### src/rtl/cesmh_pkg.sv
package cesmh_pkg;

    localparam int MAX_LEAVES    = 64;
    localparam int MAX_MUTATIONS = 64;
    localparam int EVENT_DEPTH   = MAX_LEAVES + MAX_MUTATIONS - 1;
    localparam int POP_DEPTH     = MAX_LEAVES - 1;
    localparam int EA_W          = $clog2(EVENT_DEPTH);
    localparam int PA_W          = $clog2(POP_DEPTH);

    localparam logic [1:0] KIND_WR_EVENT = 2'd0;
    localparam logic [1:0] KIND_WR_POP   = 2'd1;
    localparam logic [1:0] KIND_PROPOSE  = 2'd2;
    localparam logic [1:0] KIND_RD_EVENT = 2'd3;

    localparam logic [2:0] ST_DONE     = 3'd0;
    localparam logic [2:0] ST_SWAPPED  = 3'd1;
    localparam logic [2:0] ST_UNCHANGED = 3'd2;
    localparam logic [2:0] ST_ACCEPTED = 3'd3;
    localparam logic [2:0] ST_REJECTED = 3'd4;
    localparam logic [2:0] ST_INVALID  = 3'd5;

    typedef struct packed {
        logic [1:0]  kind;
        logic [6:0]  slot_index;
        logic [6:0]  genotype;
        logic [7:0]  produced_genotype;
        logic [6:0]  genotype_lineages;
        logic [6:0]  total_lineages;
        logic [31:0] population_size;
        logic [31:0] uniform_draw;
    } item_t;

    typedef struct packed {
        logic [6:0] genotype;
        logic [7:0] produced;
        logic [6:0] genotype_lineages;
        logic [6:0] total_lineages;
    } event_t;

endpackage

### src/rtl/cesmh_queue.sv
module cesmh_queue (
    input  logic                 clk,
    input  logic                 rst_n,
    input  logic                 in_valid,
    output logic                 in_stall,
    input  cesmh_pkg::item_t     in_item,
    output logic                 out_valid,
    input  logic                 out_take,
    output cesmh_pkg::item_t     out_item
);
    import cesmh_pkg::*;

    item_t      mem_reg [2];
    logic [1:0] count_reg;
    logic       wr_ptr_reg;
    logic       rd_ptr_reg;
    logic       push;
    logic       pop;

    assign in_stall  = (count_reg == 2'd2);
    assign push      = in_valid && !in_stall;
    assign out_valid = (count_reg != 2'd0);
    assign pop       = out_valid && out_take;
    assign out_item  = mem_reg[rd_ptr_reg];

    always_ff @(posedge clk)
    begin
        if (push)
        begin
            mem_reg[wr_ptr_reg] <= in_item;
        end
    end

    always_ff @(posedge clk or negedge rst_n)
    begin
        if (!rst_n)
        begin
            count_reg  <= 2'd0;
            wr_ptr_reg <= 1'b0;
            rd_ptr_reg <= 1'b0;
        end
        else
        begin
            if (push)
            begin
                wr_ptr_reg <= ~wr_ptr_reg;
            end
            if (pop)
            begin
                rd_ptr_reg <= ~rd_ptr_reg;
            end
            count_reg <= count_reg + {1'b0, push} - {1'b0, pop};
        end
    end
endmodule

### config.mk
export PLATFORM = sky130hd
export DESIGN_NAME = cesmh_queue
export DESIGN_NICKNAME = d
export VERILOG_FILES = /design/src/rtl/cesmh_pkg.sv /design/src/rtl/cesmh_queue.sv
export SDC_FILE = /design/constraint.sdc
export NUM_CORES = 1
export LEC_CHECK = 0
export BUFFER_PORTS_ARGS = -buffer_cell sky130_fd_sc_hd__buf_2
export CAP_MARGIN = 20
export CORE_MARGIN = 3
export CORE_UTILIZATION = 49
export CTS_CLUSTER_SIZE = 14
export DETAILED_ROUTE_END_ITERATION = 10
export GPL_TIMING_DRIVEN = 0
export PLACE_DENSITY = 0.82
export SLEW_MARGIN = 10
export SYNTH_ARGS = -nofsm -noshare
export SYNTH_HDL_FRONTEND = slang
export SYNTH_SLANG_ARGS = --single-unit
### constraint.sdc
create_clock -name clk -period 6.9 [get_ports clk]
set_input_delay 0.345 -clock clk [delete_from_list [all_inputs] [get_ports clk]]
set_output_delay 0.345 -clock clk [all_outputs]
set_load 0.02 [all_outputs]
==> out/metrics.cfg, run 1 <==
[status]
outcome=finished, final reports clean

[logic_synthesis]
syn_area_per_cell_um2=22.6
synth_top_area_cell=edfxtp_1
ys_warn_count=0
synth.most_common_cell=edfxtp_1
async_flop_share_pct=1.92
synth_ff_type=edfxtp_1
synth_cells=335
synthTopCellsByCount=edfxtp_1, mux2_2, buf_6
synth_area_leaders=edfxtp_1, mux2_2, dfrtp_1, buf_6, xnor2_1
syn_area_mm2=0.00758
synth_nets=443
ys_seq_elements=208
yosysUniqueCellTypes=16
synth_top_area_share_pct=80.9
seq_area_frac_synth_pct=82.2
synth_edf_count=204

[clock_tree]
cts_num_sinks=208
insertion_delay_ps=490
cts_tree=yes
clockRootBuffer=clkbuf_16
cts.clk_slew.worst_paths_ps=60
ctsHtreeMaxLevel=1
cts_made_buffers=22
ctsResizeCount=0
post_cts_buffers=0
cts.path.max_buffers=3

[routing]
drt_first_pass_iters=4
via_per_inst=5.03
drtAntennaViolNets=0
drtIter0Drc=189
drt-total-wl_um=13900
drc_errors=0
wl_per_cell_um=18.0
vias=3886

[min_path]
whs_path_depth=1
hold_path_end=mem_reg[0][11]
hp-start=in_item[11]
hp-class=input pin to flip-flop

[floorplanning]
fp-row-count=44
io_pins=210
dieArea_mm2=0.0170
dieWidth_um=130
initial_core_util_pct=51.2
die_h_um=130
core_area_mm2=0.0148

[critical_path]
critical_path_class=flip-flop to output pin
cp_cell_sequence=buf_4, buf_6, mux2_2, buf_2
worst_path_largest_cell_delay_ps=380
crit_path_top_delay_cell=dfrtp_1
path_buf_inv=3
cp_data_required_time_ps=6550
arrival_ps=1840
cp_max_fo=10
critical-path-top-delay-family=buffers and inverters
r2r-end=mem_reg[0][85]
ff2ff_setup_slack_ps=4810
critPathCaptureType=output pin
r2r_start=count_reg[1]
r2r_cells=5
cp-start-kind=flip-flop

[placed_design]
hpwlAfterDp_um=9660
routabilityCongestion=0.726
dpl.cell_count=732
numPortBuffers=209

[timing]
hold_violations=0
clock_skew_ps=10.7
fin_crit_ps=2180
tightest_slew_ps=738
rsz0062_at_grt=no
period_share_pct=31.7
slew_headroom_pct=50.8
slew_viol_final=0
setup_viol=0
max_freq_mhz=458

[power]
power_density_mw_per_mm2=449
ir_worst_vdd_v=0.000274
leakagePower_nw=3.65
power.total_w=0.00433

[grt]
antenna_found_initial=1
grt_pass1_vias=4166
grt_use_total_pct=15.8
grt_pass1_wl_um=21100
overflow=0
grt_max_degree=53

[layout]
syn2layout_area_growth_pct=27.3
fin_nets=681
layout-drive-gt1-share_pct=60.8
largest_reg_flops=204
fin_cells=772

[job]
cap_viol_max_count=0

## power breakdown
part / internal, W / total, W / switching, W
sequential: 0.00173 / 0.00179 / 0.0000663
combinational: 0.000591 / 0.00146 / 0.000868
clock: 0.000643 / 0.00108 / 0.000435
total: 0.00296 / 0.00433 / 0.00137
## area by class of cell
cell class              count  area (µm²)
flip-flops and latches    208        6230
fillers                  1004        5170
multi-input cells         114        1250
repair buffers            214        1150
clock buffers              27         591
well taps                 184         230
plain buffers              11         101
clock inverters            11        78.8
inverters                   2        7.51
diodes                      1        2.50
## worst reg2reg max path: stages (launching register included)
cell	delay [ps]
dfrtp_1	410
nand2b_1	140
nand2_1	160
nor2_4	570
buf_16	260
buf_12	230
## routing by layer
layer / wire length, µm / global-route usage, % / vias to the layer above / part of all wire, %
li1: - / - / 1813 / -
met1: 5290 / 18.8 / 1874 / 38
met2: 6960 / 27.1 / 166 / 50
met3: 1250 / 5.44 / 31 / 9.0
met4: 378 / 5.14 / 2 / 2.7
met5: 13 / 0 / - / 0.094
## through the flow
| step | hold WS (ps) | cell area, µm² | worst slack, ps | utilization [%] | TNS [ps] |
|---|---|---|---|---|---|
| 2_1_floorplan | 49.4 | 7580 | 1500 | - | 0 |
| 3_3_place_gp | 149 | 8850 | -452 | 59.8 | -45490 |
| 3_5_place_dp | 158 | 8960 | 4770 | 60.5 | 0 |
| 4_1_cts | 23.8 | 9640 | 4650 | 65.1 | 0 |
| 5_1_grt | 23.2 | 9640 | 4640 | 65.1 | 0 |
| 6_report | 42.6 | 9640 | 4720 | 65.1 | 0 |
## placed cells by master, fill, tap and decap left out, types with 2 or more instances in the layout
cell / instances
ha_1: 2
buf_16: 2
dfrtp_1: 4
xnor2_1: 3
buf_2: 212
clkbuf_16: 23
clkinv_1: 6
inv_1: 2
clkinv_2: 3
clkbuf_1: 4
buf_12: 2
mux2_2: 102
edfxtp_1: 204
buf_6: 7
## logic make-up (layout without fill, tap and decap cells)
group | after synthesis | count (layout) | share of synthesized area (%)
adder cells (fa/ha/maj) | 2 | 2 | 0.330
other | 0 | 1 | 0
XOR/XNOR | 4 | 4 | 0.463
AND/OR/NAND/NOR | 6 | 6 | 0.430
multiplexers | 102 | 102 | 15.2
buffers and inverters | 13 | 265 | 1.44
flip-flops | 208 | 208 | 82.2
## worst max path at each step
| stage | start | endpoint | slack [ps] | cells past startpoint |
|---|---|---|---|---|
| after global routing | rd_ptr_reg | out_item[26] | 4640 | 4 |
| final | rd_ptr_reg | out_item[26] | 4720 | 4 |
| after global placement | count_reg[1] | mem_reg[0][58] | -450 | 3 |
| after CTS | rd_ptr_reg | out_item[29] | 4650 | 4 |
| after floorplan | count_reg[1] | mem_reg[0][0] | 1500 | 3 |
| after detailed placement | count_reg[0] | mem_reg[0][60] | 4770 | 5 |
## repair_timing
| item | in CTS | in global routing |
|---|---|---|
| hold buffers | 1 | 0 |
| endpoints found under the hold margin | 4 | 0 |
| setup endpoints to repair | 0 | 0 |
No activity file was read; power rests on OpenSTA's default activity.
==> inputs of run 2 (changes only) <==
CORE_UTILIZATION = 47   (was 49)
clock period = 2 ns   (was 6.9 ns; I/O delays follow)
==> out/metrics.cfg, run 2 (synthesis results as in run 1) <==
[status]
outcome=finished, final reports clean  ; unchanged

[layout]
layout-drive-gt1-share_pct=52.0  ; was 60.8%
multi_input_area_mm2=0.00126  ; was 0.00125 mm²
final_common_cell=buf_2  ; unchanged
fin_cells=905  ; was 772
syn2layout_area_growth_pct=42.6  ; was 27.3%
layout_common_cells=buf_2, edfxtp_1, dlygate4sd3_1, mux2_2, clkbuf_16  ; was buf_2, edfxtp_1, mux2_2, clkbuf_16, buf_6
fin_nets=788  ; was 681
largest_reg_flops=204  ; unchanged
register_area_mm2=0.00623  ; unchanged
fill_cells=994  ; was 1,004
n_antenna_cell=0  ; was 1

[critical_path]
critPathCaptureType=output pin  ; unchanged
ff2ff_setup_slack_ps=130  ; was 4810 ps
cp_max_fo=10  ; unchanged
critical_path_class=flip-flop to output pin  ; unchanged
cp-start-kind=flip-flop  ; unchanged
cp_data_required_time_ps=1900  ; was 6550 ps
arrival_ps=1810  ; was 1840 ps

[grt]
grt_use_total_pct=18.4  ; was 15.8%
grt_max_degree=62  ; was 53
grt_pass1_vias=4901  ; was 4,166
antenna_found_initial=0  ; was 1
overflow=0  ; unchanged
grt_pass1_wl_um=25600  ; was 21,100 µm

[timing]
hold_violations=0  ; unchanged
tightest_slew_ps=552  ; was 738 ps
max_freq_mhz=522
fin_crit_ps=1910
period_share_pct=95.7
slew_headroom_pct=63.2  ; was 50.8%
rsz0062_at_grt=no  ; unchanged
worst_hold_slack_ps=339  ; was 42.6 ps
setup_viol=0  ; unchanged
clock_skew_ps=8.87  ; was 10.7 ps
slew_viol_final=0  ; unchanged

[power]
leakagePower_nw=4.13  ; was 3.65 nW
power_density_mw_per_mm2=1440  ; was 449 mW/mm²
ir_worst_vdd_v=0.000861  ; was 0.000274 V

[routing]
drt-total-wl_um=16700  ; was 13,900 µm
drtAntennaViolNets=0  ; unchanged
vias=4369  ; was 3,886
drtIter0Drc=182  ; was 189
drc_errors=0  ; unchanged
drt_first_pass_iters=4  ; unchanged
via_per_inst=4.83  ; was 5.03
wl_per_cell_um=18.5  ; was 18.0 µm

[clock_tree]
insertion_delay_ps=480  ; was 490 ps
ctsHtreeMaxLevel=1  ; unchanged
clockRootBuffer=clkbuf_16  ; unchanged
cts_made_buffers=21  ; was 22
cts.path.max_buffers=3  ; unchanged
cts_num_sinks=208  ; unchanged
cts_tree=yes  ; unchanged
cts.clk_slew.worst_paths_ps=60  ; about the same

[placed_design]
dpl.cell_count=760  ; was 732
numPortBuffers=209  ; unchanged
hpwlAfterDp_um=10000  ; was 9660 µm
routabilityCongestion=0.711  ; was 0.726

[floorplanning]
initial_core_util_pct=48.9  ; was 51.2%
dieWidth_um=133  ; was 130 µm
fp-row-count=45  ; was 44
dieArea_mm2=0.0177  ; was 0.0170 mm²
die_h_um=133  ; was 130 µm
core_area_mm2=0.0155  ; was 0.0148 mm²
io_pins=210  ; unchanged

[min_path]
hp-class=input pin to flip-flop  ; unchanged

[job]
cap_viol_max_count=0  ; unchanged

-- run 2: changes by cell type in the layout (fill, tap and decap cells not counted), sizes merged --
cell | previous run | this run
dlygate4sd3 | 1 | 106
bufinv | 1 | 4
buf | 224 | 226
clkbuf | 27 | 25
clkinv | 9 | 7
and3 | 1 | 2
diode | 1 | 0
-- run 2: timing repair --
item / 4_1_cts / 5_1_grt
endpoints found under the hold margin: 210 / 0
setup endpoints to repair: 28 / 62
hold buffers: 106 / 0
gates cloned: 0 / 1
gates resized for setup: 1 / 1
pin swaps: 1 / 1
buffers inserted: 1 / 0
-- run 2: final timing paths --
check | start | end | depth (start not counted)
max | rd_ptr_reg | out_item[71] | 4
min | in_item[65] | mem_reg[0][65] | 2
max reg2reg | count_reg[1] | count_reg[1] | 7
min reg2reg | count_reg[0] | count_reg[0] | 1
max in group asynchronous | rst_n | wr_ptr_reg | 3
min in group asynchronous | rst_n | count_reg[0] | 3
-- run 2: worst max-delay path: stages, from the launching register on --
cell	delay, ps
dfrtp_1	410
buf_8	200
buf_6	180
mux2_2	370
buf_2	170
-- run 2: area by class of cell --
class | count | area share, %
sequential | 208 | 57.6
timing repair buffer | 321 | 20.7
multi-input combinational | 115 | 11.7
clock buffer | 25 | 5.00
tap | 211 | 2.44
clock inverter | 12 | 1.46
buffer | 11 | 1.01
inverter | 2 | 0.0695
-- run 2: routing by layer --
| metal | part of all wire [%] | up-vias | wire [µm] | GRT usage [%] |
|---|---|---|---|---|
| li1 | - | 2025 | - | - |
| met1 | 38 | 2129 | 6360 | 20.7 |
| met2 | 53 | 179 | 8880 | 33.9 |
| met3 | 6.6 | 36 | 1110 | 5.40 |
| met4 | 2.2 | 0 | 374 | 5.14 |
| met5 | 0 | - | 0 | 0 |
-- run 2: where the power goes --
| part | internal (W) | switching (W) | total [W] |
|---|---|---|---|
| sequential | 0.00595 | 0.000261 | 0.00621 |
| combinational | 0.00224 | 0.00314 | 0.00538 |
| clock | 0.00244 | 0.00150 | 0.00394 |
| total | 0.0106 | 0.00490 | 0.0155 |
-- run 2: metrics by stage --
step	total power, W	cell area [µm²]	setup TNS (ps)	worst slack (ps)	utilization, %
2_1_floorplan	0.00968	7590	-78900	-530	-
3_3_place_gp	0.0112	8900	-213760	-1270	57.5
3_5_place_dp	0.0114	9020	-2570	-137	58.3
4_1_cts	0.0156	10800	0	51.5	69.7
5_1_grt	0.0162	10800	0	12.3	69.8
6_report	0.0155	10800	0	86.0	69.8
==> inputs of run 3 (changes only) <==
ABC_AREA = 1   (was default)
==> out/metrics.cfg, run 3 <==
[grt]
grt_pass1_vias=5746  ; was 4,901
grt_pass1_wl_um=29300  ; was 25,600 µm
overflow=0  ; unchanged
antenna_found_initial=0  ; unchanged
grt_use_total_pct=20.6  ; was 18.4%
grt_max_degree=38  ; was 62

[power]
power_density_mw_per_mm2=1460  ; was 1440 mW/mm²
leakagePower_nw=4.74  ; was 4.13 nW
ir_worst_vdd_v=0.00114  ; was 0.000861 V

[timing]
fin_crit_ps=1910  ; about the same
hold_violations=0  ; unchanged
period_share_pct=95.3  ; was 95.7%
tightest_slew_ps=456  ; was 552 ps
rsz0062_at_grt=no  ; unchanged
slew_viol_final=0  ; unchanged
clock_skew_ps=3.56  ; was 8.87 ps
worst_hold_slack_ps=341  ; was 339 ps
setup_viol=0  ; unchanged
slew_headroom_pct=69.5  ; was 63.2%
max_freq_mhz=524  ; was 522 MHz

[layout]
fin_util_pct=68.5  ; was 69.8%
layout-drive-gt1-share_pct=30.0  ; was 52.0%
syn2layout_area_growth_pct=42.0  ; was 42.6%
n_antenna_cell=0  ; unchanged
fin_area_mm2=0.0109  ; was 0.0108 mm²
register_area_mm2=0.00623  ; unchanged
fill_cells=1066  ; was 994
layout_common_cells=nand2_1, buf_2, edfxtp_1, dlygate4sd3_1, clkbuf_16  ; was buf_2, edfxtp_1, dlygate4sd3_1, mux2_2, clkbuf_16
multi_input_area_mm2=0.00126  ; about the same
fin_nets=1021  ; was 788
largest_reg_flops=204  ; unchanged
final_common_cell=nand2_1  ; was buf_2
fin_cells=1144  ; was 905

[critical_path]
arrival_ps=1810  ; about the same
r2r_start=count_reg[0]  ; was count_reg[1]
worst_path_largest_cell_delay_ps=360  ; was 410 ps
cp_cell_sequence=buf_2, inv_2, buf_6, buf_6, nand2_1, nand2_1, buf_2  ; was buf_8, buf_6, mux2_2, buf_2
crit_path_top_delay_cell=dfrtp_1  ; unchanged
critPathCaptureType=output pin  ; unchanged
cp_data_required_time_ps=1900  ; about the same
critical_path_class=flip-flop to output pin  ; unchanged
startpoint=rd_ptr_reg  ; unchanged
cp-start-kind=flip-flop  ; unchanged
cp_max_fo=10  ; unchanged

[min_path]
hp-class=input pin to flip-flop  ; unchanged
hp-start=in_item[63]  ; was in_item[65]

[logic_synthesis]
synth.most_common_cell=nand2_1  ; was edfxtp_1
ys_seq_elements=208  ; unchanged
yosysUniqueCellTypes=11  ; was 16
syn_area_mm2=0.00769  ; was 0.00758 mm²
syn_area_per_cell_um2=13.6  ; was 22.6 µm²
ys_warn_count=0  ; unchanged
synth_area_leaders=edfxtp_1, nand2_1, dfrtp_1, buf_6, buf_4  ; was edfxtp_1, mux2_2, dfrtp_1, buf_6, xnor2_1
synth_edf_count=204  ; unchanged
synth_cells=566  ; was 335
synth_nets=674  ; was 443
synth_top_area_share_pct=79.7  ; was 80.9%
async_flop_share_pct=1.92  ; unchanged
synth_ff_type=edfxtp_1  ; unchanged
synthTopCellsByCount=nand2_1, edfxtp_1, inv_1  ; was edfxtp_1, mux2_2, buf_6
synth_top_area_cell=edfxtp_1  ; unchanged
seq_area_frac_synth_pct=81.0  ; was 82.2%

[floorplanning]
core_area_mm2=0.0159  ; was 0.0155 mm²
dieArea_mm2=0.0179  ; was 0.0177 mm²
dieWidth_um=134  ; was 133 µm
fp-row-count=46  ; was 45
io_pins=210  ; unchanged
die_h_um=134  ; was 133 µm
initial_core_util_pct=48.2  ; was 48.9%

[routing]
drt_first_pass_iters=4  ; unchanged
drc_errors=0  ; unchanged
drtAntennaViolNets=0  ; unchanged
via_per_inst=4.75  ; was 4.83
drt-total-wl_um=18900  ; was 16,700 µm
vias=5435  ; was 4,369
drtIter0Drc=271  ; was 182
wl_per_cell_um=16.5  ; was 18.5 µm

[clock_tree]
insertion_delay_ps=480  ; about the same
cts.clk_slew.worst_paths_ps=60  ; about the same
ctsResizeCount=0  ; was 1
clockRootBuffer=clkbuf_16  ; unchanged
cts_tree=yes  ; unchanged
cts_num_sinks=208  ; unchanged
cts.path.max_buffers=3  ; unchanged
cts_made_buffers=22  ; was 21
ctsHtreeMaxLevel=1  ; unchanged

[placed_design]
routabilityCongestion=0.727  ; was 0.711
dpl.cell_count=998  ; was 760
numPortBuffers=209  ; unchanged
hpwlAfterDp_um=11100  ; was 10,000 µm
dpl_cell_area_mm2=0.00919  ; was 0.00902 mm²

[status]
outcome=finished, final reports clean  ; unchanged

[job]
cap_viol_max_count=0  ; unchanged

[run 3: cell count changes in the layout (fill, tap and decap cells not counted), sizes merged, moves of 2 or more]
cell and change:
nand2 +318, mux2 -102, buf +14, inv +7
bufinv -4, clkbuf +4, clkinvlp +4, nand3 +3
xnor2 -3, and3 -2
[run 3: kinds of logic after synthesis]
group,Yosys count,synth area share (%)
adders and majority gates,2,0.325
buffers and inverters,33,2.90
DFF,208,81.0
and+or+nand+nor,323,15.8
[run 3: final timing paths]
kind / endpoint / slack, ps / cells past startpoint
min in group asynchronous: wr_ptr_reg / 530 / 3
worst min register to register: wr_ptr_reg / 480 / 2
worst max register to register: mem_reg[0][12] / 180 / 6
max in group asynchronous: count_reg[0] / 1300 / 3
worst max-delay path: out_item[94] / 90 / 7
worst min-delay path: mem_reg[1][63] / 340 / 2
[run 3: metrics by stage]
stage	total power, W	setup TNS [ps]	setup WS, ps
after floorplan	0.00991	-97260	-489
after global placement	0.0119	-273040	-1390
after detailed placement	0.0122	-791	-32.5
after CTS	0.0160	0	57.1
after global routing	0.0168	0	9.05
final	0.0160	0	93.0
[run 3: worst max-delay path, delay by kind of cell, from the launching register on]
family | cells | cell delay (ps)
buffers and inverters | 5 | 780
and+or+nand+nor | 2 | 170
DFF | 1 | 360
[run 3: layer usage]
layer	wire, µm	GRT usage (%)	up-vias
met5	0	0	-
met4	576	7.49	0
met3	1270	4.69	50
met1	7140	23.7	2565
met2	9900	37.8	222
li1	-	-	2598
[run 3: cell type report]
type | count | area share (%)
Clock inverter | 10 | 0.573
Timing Repair Buffer | 323 | 20.9
Sequential cell | 208 | 57.0
Tap cell | 216 | 2.48
Clock buffer | 29 | 5.48
Buffer | 23 | 1.70
Inverter | 10 | 0.378
Multi-Input combinational cell | 325 | 11.5
[run 3: timing repair]
action,4_1_cts,5_1_grt
setup buffers,1,0
setup endpoints to repair,26,0
hold buffers,106,0
hold endpoints to repair,210,0
[run 3: where the power goes]
group          internal, W  switching [W]
clock              0.00212        0.00156
combinational      0.00197        0.00416
sequential         0.00593       0.000238
total               0.0100        0.00596
